===== config.mk =====
export PLATFORM = sky130hd
export DESIGN_NAME = double_buffer_snapshot_manager
export DESIGN_NICKNAME = d
export VERILOG_FILES = /design/src/rtl/dbsm_pkg.sv /design/src/rtl/dbsm_req_stage.sv /design/src/rtl/dbsm_csr.sv /design/src/rtl/dbsm_engine.sv /design/src/rtl/double_buffer_snapshot_manager.sv
export VERILOG_INCLUDE_DIRS = /design/src /design/src/rtl
export SDC_FILE = /design/constraint.sdc
export NUM_CORES = 1
export LEC_CHECK = 0
export BUFFER_PORTS_ARGS = -buffer_cell sky130_fd_sc_hd__buf_2
export CAP_MARGIN = 20
export CORE_MARGIN = 4
export CORE_UTILIZATION = 34
export DETAILED_ROUTE_END_ITERATION = 12
export PLACE_DENSITY = 0.49
export SLEW_MARGIN = 20
export SYNTH_ARGS = -nofsm -noshare
export SYNTH_HDL_FRONTEND = slang
export SYNTH_SLANG_ARGS = --single-unit

===== constraint.sdc =====
create_clock -name clock -period 5.5 [get_ports clock]
set_input_delay 0.55 -clock clock [delete_from_list [all_inputs] [get_ports clock]]
set_output_delay 0.55 -clock clock [all_outputs]
set_load 0.01 [all_outputs]

===== src/rtl/assert_macros.svh =====
// ----------------------------------------------------------------------------
// Assertion macros
// Shared concurrent assertion forms for the snapshot manager RTL.
// ----------------------------------------------------------------------------
`ifndef ASSERT_MACROS_SVH
`define ASSERT_MACROS_SVH

// same-cycle implication
`define DBSM_ASSERT_NOW(label, clk, rst, ante, cons, msg) \
   label: assert property (@(posedge clk) disable iff (rst) (ante) |-> (cons)) \
      else $error(msg);

// next-cycle implication
`define DBSM_ASSERT_NEXT(label, clk, rst, ante, cons, msg) \
   label: assert property (@(posedge clk) disable iff (rst) (ante) |=> (cons)) \
      else $error(msg);

`endif


===== src/rtl/dbsm_pkg.sv =====
// ----------------------------------------------------------------------------
// dbsm_pkg
// Types and constants shared by the double buffer snapshot manager modules.
// ----------------------------------------------------------------------------
package dbsm_pkg;

   localparam int CMD_W   = 3;
   localparam int DSIZE_W = 16;
   localparam int CAP_W   = 13;
   localparam int SEQ_W   = 32;
   localparam int STAMP_W = 32;
   localparam int STAT_W  = 3;
   localparam int APB_DW  = 32;
   localparam int APB_AW  = 3;

   // physical bytes per slot; the programmed capacity is clipped to this
   localparam logic [DSIZE_W-1:0] SLOT_BYTES = 16'd4096;

   // register index, taken from the word address
   localparam logic REG_SLOT_CAPACITY = 1'b0;

   typedef enum logic [CMD_W-1:0] {
      CMD_BEGIN   = 3'd0,
      CMD_PUBLISH = 3'd1,
      CMD_CANCEL  = 3'd2,
      CMD_ACQUIRE = 3'd3,
      CMD_RELEASE = 3'd4,
      CMD_QUERY   = 3'd5
   } cmd_type;

   typedef enum logic [STAT_W-1:0] {
      ST_OK        = 3'd0,
      ST_NOT_INIT  = 3'd1,
      ST_BUSY      = 3'd2,
      ST_INVALID   = 3'd3,
      ST_TOO_SMALL = 3'd4,
      ST_OVERFLOW  = 3'd5,
      ST_EMPTY     = 3'd6
   } status_type;

   // registered request
   typedef struct packed {
      logic [CMD_W-1:0]   cmd;
      logic [DSIZE_W-1:0] data_size;
      logic [STAMP_W-1:0] stamp;
      logic               lease_slot;
      logic [SEQ_W-1:0]   lease_sequence;
   } req_type;

   // csr -> engine
   typedef struct packed {
      logic               reinit;
      logic               initialized;
      logic [DSIZE_W-1:0] cap_eff;
   } cfg_type;

   // engine -> csr
   typedef struct packed {
      logic writer_busy;
      logic lease_open;
   } eng_stat_type;

endpackage


===== src/rtl/dbsm_req_stage.sv =====
// ----------------------------------------------------------------------------
// dbsm_req_stage
// Input register: captures each accepted request for the command engine.
// ----------------------------------------------------------------------------
module dbsm_req_stage import dbsm_pkg::*; (
   input  logic                clock,
   input  logic                reset,
   input  logic                accept,
   input  req_type             req_in,
   output logic                req_valid,
   output req_type             req_out
);

   logic    valid_ff;
   logic    valid_in;
   req_type req_ff;

   assign valid_in = accept;

   // valid flag
   always_ff @(posedge clock) begin
      if (reset) begin
         valid_ff <= 1'b0;
      end else begin
         valid_ff <= valid_in;
      end
   end

   // payload, no reset
   always_ff @(posedge clock) begin
      if (accept) begin
         req_ff <= req_in;
      end
   end

   assign req_valid = valid_ff;
   assign req_out   = req_ff;

endmodule


===== src/rtl/dbsm_csr.sv =====
// ----------------------------------------------------------------------------
// dbsm_csr
// APB register file holding slot_capacity and deciding re-initialization.
// ----------------------------------------------------------------------------
module dbsm_csr import dbsm_pkg::*; (
   input  logic                clock,
   input  logic                reset,
   input  logic                psel,
   input  logic                penable,
   input  logic                pwrite,
   input  logic [APB_AW-1:0]   paddr,
   input  logic [APB_DW-1:0]   pwdata,
   output logic [APB_DW-1:0]   prdata,
   output logic                pready,
   input  eng_stat_type        stat,
   output cfg_type             cfg
);

   logic [CAP_W-1:0] capacity_ff;
   logic [CAP_W-1:0] capacity_in;
   logic             wr_hit;
   logic             reinit;

   // write to slot_capacity: nonzero and nothing outstanding
   assign wr_hit = psel && penable && pwrite && (paddr[2] == REG_SLOT_CAPACITY);
   assign reinit = wr_hit && (pwdata[CAP_W-1:0] != '0)
                   && !stat.writer_busy && !stat.lease_open;

   assign capacity_in = reinit ? pwdata[CAP_W-1:0] : capacity_ff;

   always_ff @(posedge clock) begin
      if (reset) begin
         capacity_ff <= '0;
      end else begin
         capacity_ff <= capacity_in;
      end
   end

   // effective capacity clipped to the physical slot size
   always_comb begin
      cfg.reinit      = reinit;
      cfg.initialized = (capacity_ff != '0);
      if ({{(DSIZE_W-CAP_W){1'b0}}, capacity_ff} > SLOT_BYTES) begin
         cfg.cap_eff = SLOT_BYTES;
      end else begin
         cfg.cap_eff = {{(DSIZE_W-CAP_W){1'b0}}, capacity_ff};
      end
   end

   // read back
   assign prdata = (paddr[2] == REG_SLOT_CAPACITY) ?
                   {{(APB_DW-CAP_W){1'b0}}, capacity_ff} : '0;
   assign pready = 1'b1;

endmodule


===== src/rtl/dbsm_engine.sv =====
// ----------------------------------------------------------------------------
// dbsm_engine
// Ownership state of both slots, command decode and the result register.
// ----------------------------------------------------------------------------
module dbsm_engine import dbsm_pkg::*; (
   input  logic                clock,
   input  logic                reset,
   input  logic                req_valid,
   input  req_type             req,
   input  cfg_type             cfg,
   output eng_stat_type        stat,
   output logic                rsp_valid,
   output logic [STAT_W-1:0]   rsp_status,
   output logic                rsp_granted_slot,
   output logic [CAP_W-1:0]    rsp_size_out,
   output logic [SEQ_W-1:0]    rsp_seq_out,
   output logic [STAMP_W-1:0]  rsp_stamp_out
);

   // ownership state
   logic               has_published_ff, has_published_in;
   logic               active_slot_ff,   active_slot_in;
   logic               writing_slot_ff,  writing_slot_in;
   logic               writer_busy_ff,   writer_busy_in;
   logic [1:0]         reader_held_ff,   reader_held_in;
   logic [CAP_W-1:0]   slot_size_ff  [2];
   logic [CAP_W-1:0]   slot_size_in  [2];
   logic [SEQ_W-1:0]   slot_seq_ff   [2];
   logic [SEQ_W-1:0]   slot_seq_in   [2];
   logic [STAMP_W-1:0] slot_stamp_ff [2];
   logic [STAMP_W-1:0] slot_stamp_in [2];

   // result register
   logic               rsp_valid_ff;
   status_type         status_ff,  status_in;
   logic               granted_ff, granted_in;
   logic [CAP_W-1:0]   size_ff,    size_in;
   logic [SEQ_W-1:0]   seq_ff,     seq_in;
   logic [STAMP_W-1:0] stamp_ff,   stamp_in;

   // helpers
   logic               begin_slot;
   logic [SEQ_W-1:0]   cur_seq;
   logic               rel_match;

   assign begin_slot = has_published_ff ? ~active_slot_ff : 1'b0;
   assign cur_seq    = has_published_ff ? slot_seq_ff[active_slot_ff] : '0;
   assign rel_match  = reader_held_ff[req.lease_slot]
                       && (req.data_size == {{(DSIZE_W-CAP_W){1'b0}},
                                             slot_size_ff[req.lease_slot]})
                       && (req.lease_sequence == slot_seq_ff[req.lease_slot])
                       && (req.stamp == slot_stamp_ff[req.lease_slot]);

   // command decode and next state
   always_comb begin
      has_published_in = has_published_ff;
      active_slot_in   = active_slot_ff;
      writing_slot_in  = writing_slot_ff;
      writer_busy_in   = writer_busy_ff;
      reader_held_in   = reader_held_ff;
      slot_size_in     = slot_size_ff;
      slot_seq_in      = slot_seq_ff;
      slot_stamp_in    = slot_stamp_ff;
      status_in        = ST_OK;
      granted_in       = 1'b0;
      size_in          = '0;
      seq_in           = '0;
      stamp_in         = '0;

      if (!cfg.initialized) begin
         status_in = ST_NOT_INIT;
      end else begin
         unique case (req.cmd)
            CMD_BEGIN: begin
               if (writer_busy_ff || reader_held_ff[begin_slot]) begin
                  status_in = ST_BUSY;
               end else begin
                  writing_slot_in = begin_slot;
                  writer_busy_in  = 1'b1;
                  granted_in      = begin_slot;
               end
            end
            CMD_PUBLISH: begin
               if (!writer_busy_ff) begin
                  status_in = ST_INVALID;
               end else if (req.data_size > cfg.cap_eff) begin
                  status_in = ST_TOO_SMALL;
               end else if (cur_seq == '1) begin
                  status_in = ST_OVERFLOW;
               end else begin
                  slot_size_in[writing_slot_ff]  = req.data_size[CAP_W-1:0];
                  slot_seq_in[writing_slot_ff]   = cur_seq + 1'b1;
                  slot_stamp_in[writing_slot_ff] = req.stamp;
                  active_slot_in   = writing_slot_ff;
                  has_published_in = 1'b1;
                  writer_busy_in   = 1'b0;
               end
            end
            CMD_CANCEL: begin
               if (!writer_busy_ff) begin
                  status_in = ST_INVALID;
               end else begin
                  writer_busy_in = 1'b0;
               end
            end
            CMD_ACQUIRE: begin
               if (!has_published_ff) begin
                  status_in = ST_EMPTY;
               end else if (reader_held_ff[active_slot_ff]) begin
                  status_in = ST_BUSY;
               end else begin
                  reader_held_in[active_slot_ff] = 1'b1;
                  granted_in = active_slot_ff;
                  size_in    = slot_size_ff[active_slot_ff];
                  seq_in     = slot_seq_ff[active_slot_ff];
                  stamp_in   = slot_stamp_ff[active_slot_ff];
               end
            end
            CMD_RELEASE: begin
               if (!rel_match) begin
                  status_in = ST_INVALID;
               end else begin
                  reader_held_in[req.lease_slot] = 1'b0;
               end
            end
            CMD_QUERY: begin
               if (!has_published_ff) begin
                  status_in = ST_EMPTY;
               end else begin
                  size_in  = slot_size_ff[active_slot_ff];
                  seq_in   = slot_seq_ff[active_slot_ff];
                  stamp_in = slot_stamp_ff[active_slot_ff];
               end
            end
            default: begin
               status_in = ST_INVALID;
            end
         endcase
      end
   end

   // state update; an accepted capacity write clears everything
   always_ff @(posedge clock) begin
      if (reset || cfg.reinit) begin
         has_published_ff <= 1'b0;
         active_slot_ff   <= 1'b0;
         writing_slot_ff  <= 1'b0;
         writer_busy_ff   <= 1'b0;
         reader_held_ff   <= '0;
         for (int i = 0; i < 2; i++) begin
            slot_size_ff[i]  <= '0;
            slot_seq_ff[i]   <= '0;
            slot_stamp_ff[i] <= '0;
         end
      end else if (req_valid) begin
         has_published_ff <= has_published_in;
         active_slot_ff   <= active_slot_in;
         writing_slot_ff  <= writing_slot_in;
         writer_busy_ff   <= writer_busy_in;
         reader_held_ff   <= reader_held_in;
         slot_size_ff     <= slot_size_in;
         slot_seq_ff      <= slot_seq_in;
         slot_stamp_ff    <= slot_stamp_in;
      end
   end

   // result strobe
   always_ff @(posedge clock) begin
      if (reset) begin
         rsp_valid_ff <= 1'b0;
      end else begin
         rsp_valid_ff <= req_valid;
      end
   end

   // result payload
   always_ff @(posedge clock) begin
      if (req_valid) begin
         status_ff  <= status_in;
         granted_ff <= granted_in;
         size_ff    <= size_in;
         seq_ff     <= seq_in;
         stamp_ff   <= stamp_in;
      end
   end

   assign stat.writer_busy = writer_busy_ff;
   assign stat.lease_open  = |reader_held_ff;

   assign rsp_valid        = rsp_valid_ff;
   assign rsp_status       = status_ff;
   assign rsp_granted_slot = granted_ff;
   assign rsp_size_out     = size_ff;
   assign rsp_seq_out      = seq_ff;
   assign rsp_stamp_out    = stamp_ff;

endmodule


===== src/rtl/double_buffer_snapshot_manager.sv =====
// A request is captured in the input register, then its result is registered in the result register and strobed.
// Throughput: one request per cycle; busy is never raised, set by the single-pass decode.
// Results are shown for one cycle only; the receiver cannot stall.
// Reset (synchronous, active high) clears capacity, slot ownership and metadata.
// ----------------------------------------------------------------------------
// double_buffer_snapshot_manager
// Ownership controller for a two-slot ping-pong snapshot store.
// ----------------------------------------------------------------------------
`include "assert_macros.svh"

module double_buffer_snapshot_manager import dbsm_pkg::*; (
   input  logic                clock,
   input  logic                reset,
   // request channel
   input  logic                start,
   output logic                busy,
   input  logic [CMD_W-1:0]    req_cmd,
   input  logic [DSIZE_W-1:0]  req_data_size,
   input  logic [STAMP_W-1:0]  req_stamp,
   input  logic                req_lease_slot,
   input  logic [SEQ_W-1:0]    req_lease_sequence,
   // result channel
   output logic                rsp_valid,
   output logic [STAT_W-1:0]   rsp_status,
   output logic                rsp_granted_slot,
   output logic [CAP_W-1:0]    rsp_size_out,
   output logic [SEQ_W-1:0]    rsp_seq_out,
   output logic [STAMP_W-1:0]  rsp_stamp_out,
   // configuration
   input  logic                psel,
   input  logic                penable,
   input  logic                pwrite,
   input  logic [APB_AW-1:0]   paddr,
   input  logic [APB_DW-1:0]   pwdata,
   output logic [APB_DW-1:0]   prdata,
   output logic                pready
);

   req_type      req_in;
   req_type      req_q;
   logic         req_valid;
   cfg_type      cfg;
   eng_stat_type stat;

   assign busy = 1'b0;

   assign req_in.cmd            = req_cmd;
   assign req_in.data_size      = req_data_size;
   assign req_in.stamp          = req_stamp;
   assign req_in.lease_slot     = req_lease_slot;
   assign req_in.lease_sequence = req_lease_sequence;

   dbsm_req_stage u_req_stage (
      .clock     (clock),
      .reset     (reset),
      .accept    (start && !busy),
      .req_in    (req_in),
      .req_valid (req_valid),
      .req_out   (req_q)
   );

   dbsm_csr u_csr (
      .clock   (clock),
      .reset   (reset),
      .psel    (psel),
      .penable (penable),
      .pwrite  (pwrite),
      .paddr   (paddr),
      .pwdata  (pwdata),
      .prdata  (prdata),
      .pready  (pready),
      .stat    (stat),
      .cfg     (cfg)
   );

   dbsm_engine u_engine (
      .clock            (clock),
      .reset            (reset),
      .req_valid        (req_valid),
      .req              (req_q),
      .cfg              (cfg),
      .stat             (stat),
      .rsp_valid        (rsp_valid),
      .rsp_status       (rsp_status),
      .rsp_granted_slot (rsp_granted_slot),
      .rsp_size_out     (rsp_size_out),
      .rsp_seq_out      (rsp_seq_out),
      .rsp_stamp_out    (rsp_stamp_out)
   );

   // one result for every accepted request, through the input register and the result register
   `DBSM_ASSERT_NOW(a_one_result, clock, reset, 1'b1, rsp_valid == ($past(start, 2) && !$past(busy, 2) && !$past(reset, 1) && !$past(reset, 2)), "result strobe does not match accepted requests")
   // re-initialization leaves no writer and no lease open
   `DBSM_ASSERT_NEXT(a_reinit_clear, clock, reset, cfg.reinit, !stat.writer_busy && !stat.lease_open, "state not cleared after capacity write")
   // re-initialization always leaves the block initialized
   `DBSM_ASSERT_NEXT(a_reinit_cap, clock, reset, cfg.reinit, cfg.initialized, "capacity zero after re-initialization")

endmodule


Yosys cells after proc, flatten, opt, wreduce, memory -nomap -nowiden
Cells that the tools add are included.

Input bits: 125. Register bits after elaboration: 340. Output and inout bits: 116. Logic and storage cells: 159.

Add/sub/neg operators: 1. Bitwise operators: 11. Equal/unequal tests: 13. Magnitude comparators: 11. Muxes and demuxes: 73. Reduce and logical (&&, ||, !) cells: 26.

Operators with widths (number): 32-bit 2-to-1 mux (19); 13-bit 2-to-1 mux (12); 64-bit bitwise mux (2); 32-bit one-hot mux with 2 select lines (2); 32-bit == test (2); 32-bit by 1-bit adder with 32-bit output (second input constant) (1); 32-bit demux with 1-bit select (1); 32-bit == test (second input constant) (1); 26-bit bitwise mux (1); 13-bit one-hot mux with 2 select lines (1); 13-bit nonzero test (2); 3-bit one-hot mux with 6 select lines (1); 16-bit by 13-bit == test with 1-bit output (1); 16-bit > comparator (1); 1-bit 2-to-1 mux (16); 3-bit 2-to-1 mux (5); 2-bit 2-to-1 mux (7); 13-bit demux with 1-bit select (1); 13-bit > comparator (second input constant) (1); 1-bit logical AND (12); 6-bit AND reduction (2); 4-bit AND reduction (2); 3-bit by 2-bit == test with 1-bit output (second input constant) (2); 3-bit == test (second input constant) (2); other kinds (22) (38).

Depth between registers and ports, before layout
Depth after elaboration: 10. Gate-level depth with buffers: 16. Gate-level depth less buffers: 10.

Hierarchy
A second synthesis with hierarchy kept.

Cells, all modules: 1432. Area, all modules: 16199.3 sq um.

Modules (own cells, without submodules): dbsm_engine (cells an instance 1242, area an instance 12727.2 sq um, seq. area each 5655.4 sq um, instances 1); dbsm_req_stage (cells an instance 86, area an instance 2556.2 sq um, seq. area each 2542.4 sq um, instances 1); dbsm_csr (cells an instance 102, area an instance 904.6 sq um, seq. area each 260.2 sq um, instances 1); double_buffer_snapshot_manager (cells an instance 2, area an instance 11.3 sq um, seq. area each 0.0 sq um, instances 1).

Least setup slack after synthesis
OpenSTA, ideal clock, no wires.

Kind: reg2reg. From: register u_req_stage.valid_ff, in the netlist u_req_stage.req_valid. To: register u_engine.slot_stamp_ff[54] (netlist bit). Period minus slack after synthesis: 4248 ps. Stages on the path, launching flop included: 8. Path slack: 1252 ps. Required time: 5368 ps. Path buffers: 2. Library setup time: 132 ps. Data arrival time: 4116 ps. Cell sequence: dfxtp_1 nand2_1 nor3_1 nand2_1 buf_4 buf_4 o21ai_0 a21oi_1.

Longest elaborated chain between the ends: 1.

RTL lines: from (decl) (RTL line dbsm_req_stage.sv:14) `logic valid_ff;`; from (signal assigned) (RTL line dbsm_req_stage.sv:25) `valid_ff <= valid_in;`; 6-bit AND reduction (no line); to (signal assigned) (RTL line dbsm_engine.sv:163) `slot_stamp_ff <= slot_stamp_in;`; to (decl) (RTL line dbsm_engine.sv:30) `logic [STAMP_W-1:0] slot_stamp_ff [2];`.

No other way between the ends. A chain may end at the register's enable or synchronous reset.

Final worst setup path
From: register u_req_stage.req_ff, in the netlist u_req_stage.req_out[32]. To: register u_engine.status_ff[1], in the netlist u_engine.rsp_status[1] (data pin).

Longest elaborated chain between the ends: 10. Elaborated cells between the ends (all ways): 20. Those cells by class: eq/ne (3); mux (13); bitwise (1); reduce/logical (3).

RTL lines: from (decl) (RTL line dbsm_req_stage.sv:16) `req_type req_ff;`; from (signal assigned) (RTL line dbsm_req_stage.sv:32) `req_ff <= req_in;`; 1-bit NOT with 2-bit output (implied by the code) (RTL line dbsm_engine.sv:50, dbsm_engine.sv:51, dbsm_engine.sv:52); 13-bit 2-to-1 mux (implied by the code) (3 in a row) (RTL line dbsm_engine.sv:50) `slot_size_ff[req.lease_slot]})`; 16-bit by 13-bit == test with 1-bit output (RTL line dbsm_engine.sv:49) `&& (req.data_size == {{(DSIZE_W-CAP_W){1'b0}},`; 1-bit logical AND (RTL line dbsm_engine.sv:49); 1-bit logical AND (RTL line dbsm_engine.sv:51) `&& (req.lease_sequence == slot_seq_ff[req.lease_slot])`; 1-bit logical AND (*) (RTL line dbsm_engine.sv:52) `&& (req.stamp == slot_stamp_ff[req.lease_slot]);`; 2-bit 2-to-1 mux (*) (RTL line dbsm_engine.sv:120) `if (!rel_match) begin`; 3-bit one-hot mux with 6 select lines (*) (RTL line dbsm_engine.sv:73) `unique case (req.cmd)`; to (signal assigned) (RTL line dbsm_engine.sv:179) `status_ff <= status_in;`; to (decl) (RTL line dbsm_engine.sv:35) `status_type status_ff, status_in;`.

Mark *: on every way between the ends. The rest lies on a longest branch, timed or not. The select of a mux whose other input is x is not followed.

==> impl_metrics.json <==
{
  "critPathRequiredTime_ps": 5760,
  "layout-drive-gt1-share_pct": 18.9,
  "endpoint_kind": "flip-flop",
  "ys_warn_count": 0,
  "synth_ff_type": "dfxtp_1",
  "grt_pass1_wl_mm": 78.9,
  "rsz0062_at_grt": "false",
  "syn-instance-count": 1606,
  "coreArea_um2": 47600,
  "overflow": 0,
  "grt_max_degree": 109,
  "layout_common_cells": "buf_2, dfxtp_1, edfxtp_1, a21oi_1, mux2i_1",
  "vdd_drop_max_mv": 0.197,
  "cts_resized": 0,
  "min_path_type": "in2reg",
  "mostFrequentLayoutCell": "buf_2",
  "portBuffers": 198,
  "min_period_ps": 3990,
  "worst_slew_pin_slew_ps": 1110,
  "holdWs_ps": 164,
  "slew_headroom_pct": 26.2,
  "finalClockSkew_ps": 19.8,
  "hold_buffers": 0,
  "yosysSeqAreaShare_pct": 51.7,
  "nets": 1886,
  "maxSlewViolCount": 0,
  "post-route-period-util_pct": 72.5,
  "start_kind": "flip-flop",
  "dpl.hpwl_mm": 34.1,
  "cp_max_fo": 16,
  "clk_pin_slew_worst_paths_ps": 60,
  "post_cts_buffers": 0,
  "cts-root-buf": "clkbuf_16",
  "hold_viol": 0,
  "max_freq_mhz": 251,
  "syn_avg_cell_area_um2": 10.2,
  "setup_viol": 0,
  "grt_pass1_vias": 12800,
  "first_iter_violations": 930,
  "ios": 241,
  "async_flop_share_pct": 0,
  "multi_input_area_um2": 7230,
  "htree_levels": 2,
  "status": "complete, no violations",
  "wirelength_mm": 52.4,
  "setup_tns_ps": 0,
  "critical_path_class": "reg2reg",
  "fp-row-count": 80,
  "drc_errors": 0,
  "synth_edf_count": 165,
  "fillers": 4724,
  "synth_seq_cells": 340,
  "synth.cell_area_um2": 16400,
  "clockBufferDepth": 3,
  "grt_usage_pct": 19.7,
  "die-area_um2": 51700,
  "vias": 13000,
  "antenna_found_initial": 5,
  "ant_nets": 0,
  "cts.sinks": 340,
  "cts_buffers": 40,
  "first_pass_iters": 5,
  "die_x_um": 227,
  "avgRoutedWirePerCell_um": 21.8,
  "ff_latch_area_um2": 8470,
  "synth_cell_types": 57,
  "cp.arrival_ps": 4250,
  "clk_latency_ps": 560,
  "power_density_nw_per_um2": 306,
  "die_h_um": 227,
  "maxCapViolCount": 0,
  "p_leak_uw": 0.00681,
  "vias_per_cell": 5.43,
  "cts_tree": "built",
  "syn2layout_area_growth_pct": 17.0,
  "gp_congestion": 0.819,
  "start_util_pct": 34.3
}
## state kept, by name, summed over array words and instances (netlist names)
| register | count |
|---|---|
| u_engine.rsp_size_out | 13 |
| u_engine.rsp_granted_slot | 1 |
| u_csr.capacity_ff | 13 |
| u_req_stage.req_valid | 1 |
| u_engine.rsp_stamp_out | 32 |
| u_req_stage.req_out | 84 |
| u_engine.writing_slot_ff | 1 |
| u_engine.slot_seq_ff | 64 |
| u_engine.rsp_status | 3 |
| u_engine.rsp_valid | 1 |
| u_engine.active_slot_ff | 1 |
| u_engine.writer_busy_ff | 1 |
| u_engine.reader_held_ff | 2 |
| u_engine.has_published_ff | 1 |
| u_engine.slot_size_ff | 26 |
| u_engine.slot_stamp_ff | 64 |
| u_engine.rsp_seq_out | 32 |
## Yosys cell counts, drive strengths merged, types with 2 or more instances
| master | n | area share, % |
|---|---|---|
| dfxtp | 175 | 21 |
| edfxtp | 165 | 30 |
| a21oi | 154 | 4.7 |
| mux2i | 152 | 9.3 |
| o21ai | 151 | 4.6 |
| nor2 | 112 | 2.6 |
| nand4 | 92 | 3.6 |
| nand3 | 83 | 2.6 |
| nand2 | 82 | 1.9 |
| buf | 80 | 2.9 |
| xnor2 | 74 | 4.0 |
| clkbuf | 70 | 1.6 |
| mux2 | 33 | 2.3 |
| nor4 | 29 | 1.3 |
| nor2b | 20 | 0.76 |
| xor2 | 17 | 0.91 |
| nor3 | 16 | 0.52 |
| ha | 14 | 1.1 |
| inv | 14 | 0.32 |
| and3 | 12 | 0.46 |
| and3b | 9 | 0.48 |
| o211ai | 5 | 0.23 |
| a21o | 4 | 0.18 |
| o21a | 4 | 0.18 |
| o221ai | 4 | 0.29 |
| a22oi | 3 | 0.14 |
| nand2b | 3 | 0.11 |
| o22ai | 3 | 0.11 |
| a221oi | 2 | 0.11 |
| a31oi | 2 | 0.076 |
| and2 | 2 | 0.076 |
| conb | 2 | 0.046 |
| nand4b | 2 | 0.11 |
| o2111ai | 2 | 0.11 |
| o2bb2ai | 2 | 0.11 |
| o41ai | 2 | 0.11 |
## cells by family after synthesis
group	Yosys count	share of synthesized area, %
and+or+nand+nor	468	14.7
AOI/OAI and AO/OA	342	11.2
DFF	340	51.7
muxes	185	11.6
buffers and inverters	164	4.86
xor gates and xnor gates	91	4.87
adders and majority gates	14	1.07
other	2	0.0459
## worst paths after layout
| kind | slack, ps | to | cells after the start | from |
|---|---|---|---|---|
| max reg2reg | 1510 | u_engine.rsp_status[1] | 7 | u_req_stage.req_out[32] |
| min | 160 | u_req_stage.req_out[56] | 1 | req_stamp[23] |
| max | 1510 | u_engine.rsp_status[1] | 7 | u_req_stage.req_out[32] |
| min reg2reg | 480 | u_engine.slot_seq_ff[48] | 2 | u_engine.slot_seq_ff[48] |
## final cells by class
class / instances / area share [%]
Sequential cell: 340 / 44.2
Multi-Input combinational cell: 1121 / 37.8
Timing Repair Buffer: 230 / 6.84
Clock buffer: 49 / 5.52
Tap cell: 615 / 4.02
Clock inverter: 25 / 1.35
Inverter: 14 / 0.274
Antenna cell: 3 / 0.0392
## through the flow
stage / power [µW] / instance area, µm² / util [%] / instances / worst slack (ps)
after floorplan: 3030 / 16400 / - / 1625 / 1250
after global placement: 3200 / 17800 / 37.4 / 2320 / 1460
after detailed placement: 3200 / 17800 / 37.4 / 2320 / 1530
after CTS: 5940 / 19100 / 40.2 / 2394 / 1500
after global routing: 6070 / 19100 / 40.2 / 2395 / 1350
final: 5860 / 19100 / 40.2 / 2397 / 1510
## power breakdown
part | internal, µW | switching, µW
Combinational | 125 | 212
Sequential | 2730 | 80.4
Clock | 1610 | 1100
## routing by layer
| metal | vias to the layer above | share of wire (%) | global-route usage (%) |
|---|---|---|---|
| met5 | - | 0.052 | 0 |
| met4 | 4 | 2.5 | 5.64 |
| met3 | 70 | 5.6 | 3.34 |
| met2 | 391 | 47 | 32.7 |
| met1 | 6428 | 44 | 26.8 |
| li1 | 6129 | - | - |
## worst max-delay path: stages (launching register included)
cell and delay (ps):
edfxtp_1 1080, buf_12 270, mux2i_1 600, o221ai_1 320
nor4_1 390, nand4_1 360, o21ai_0 460, a31oi_1 180
Power figures use the tool's default switching activity.
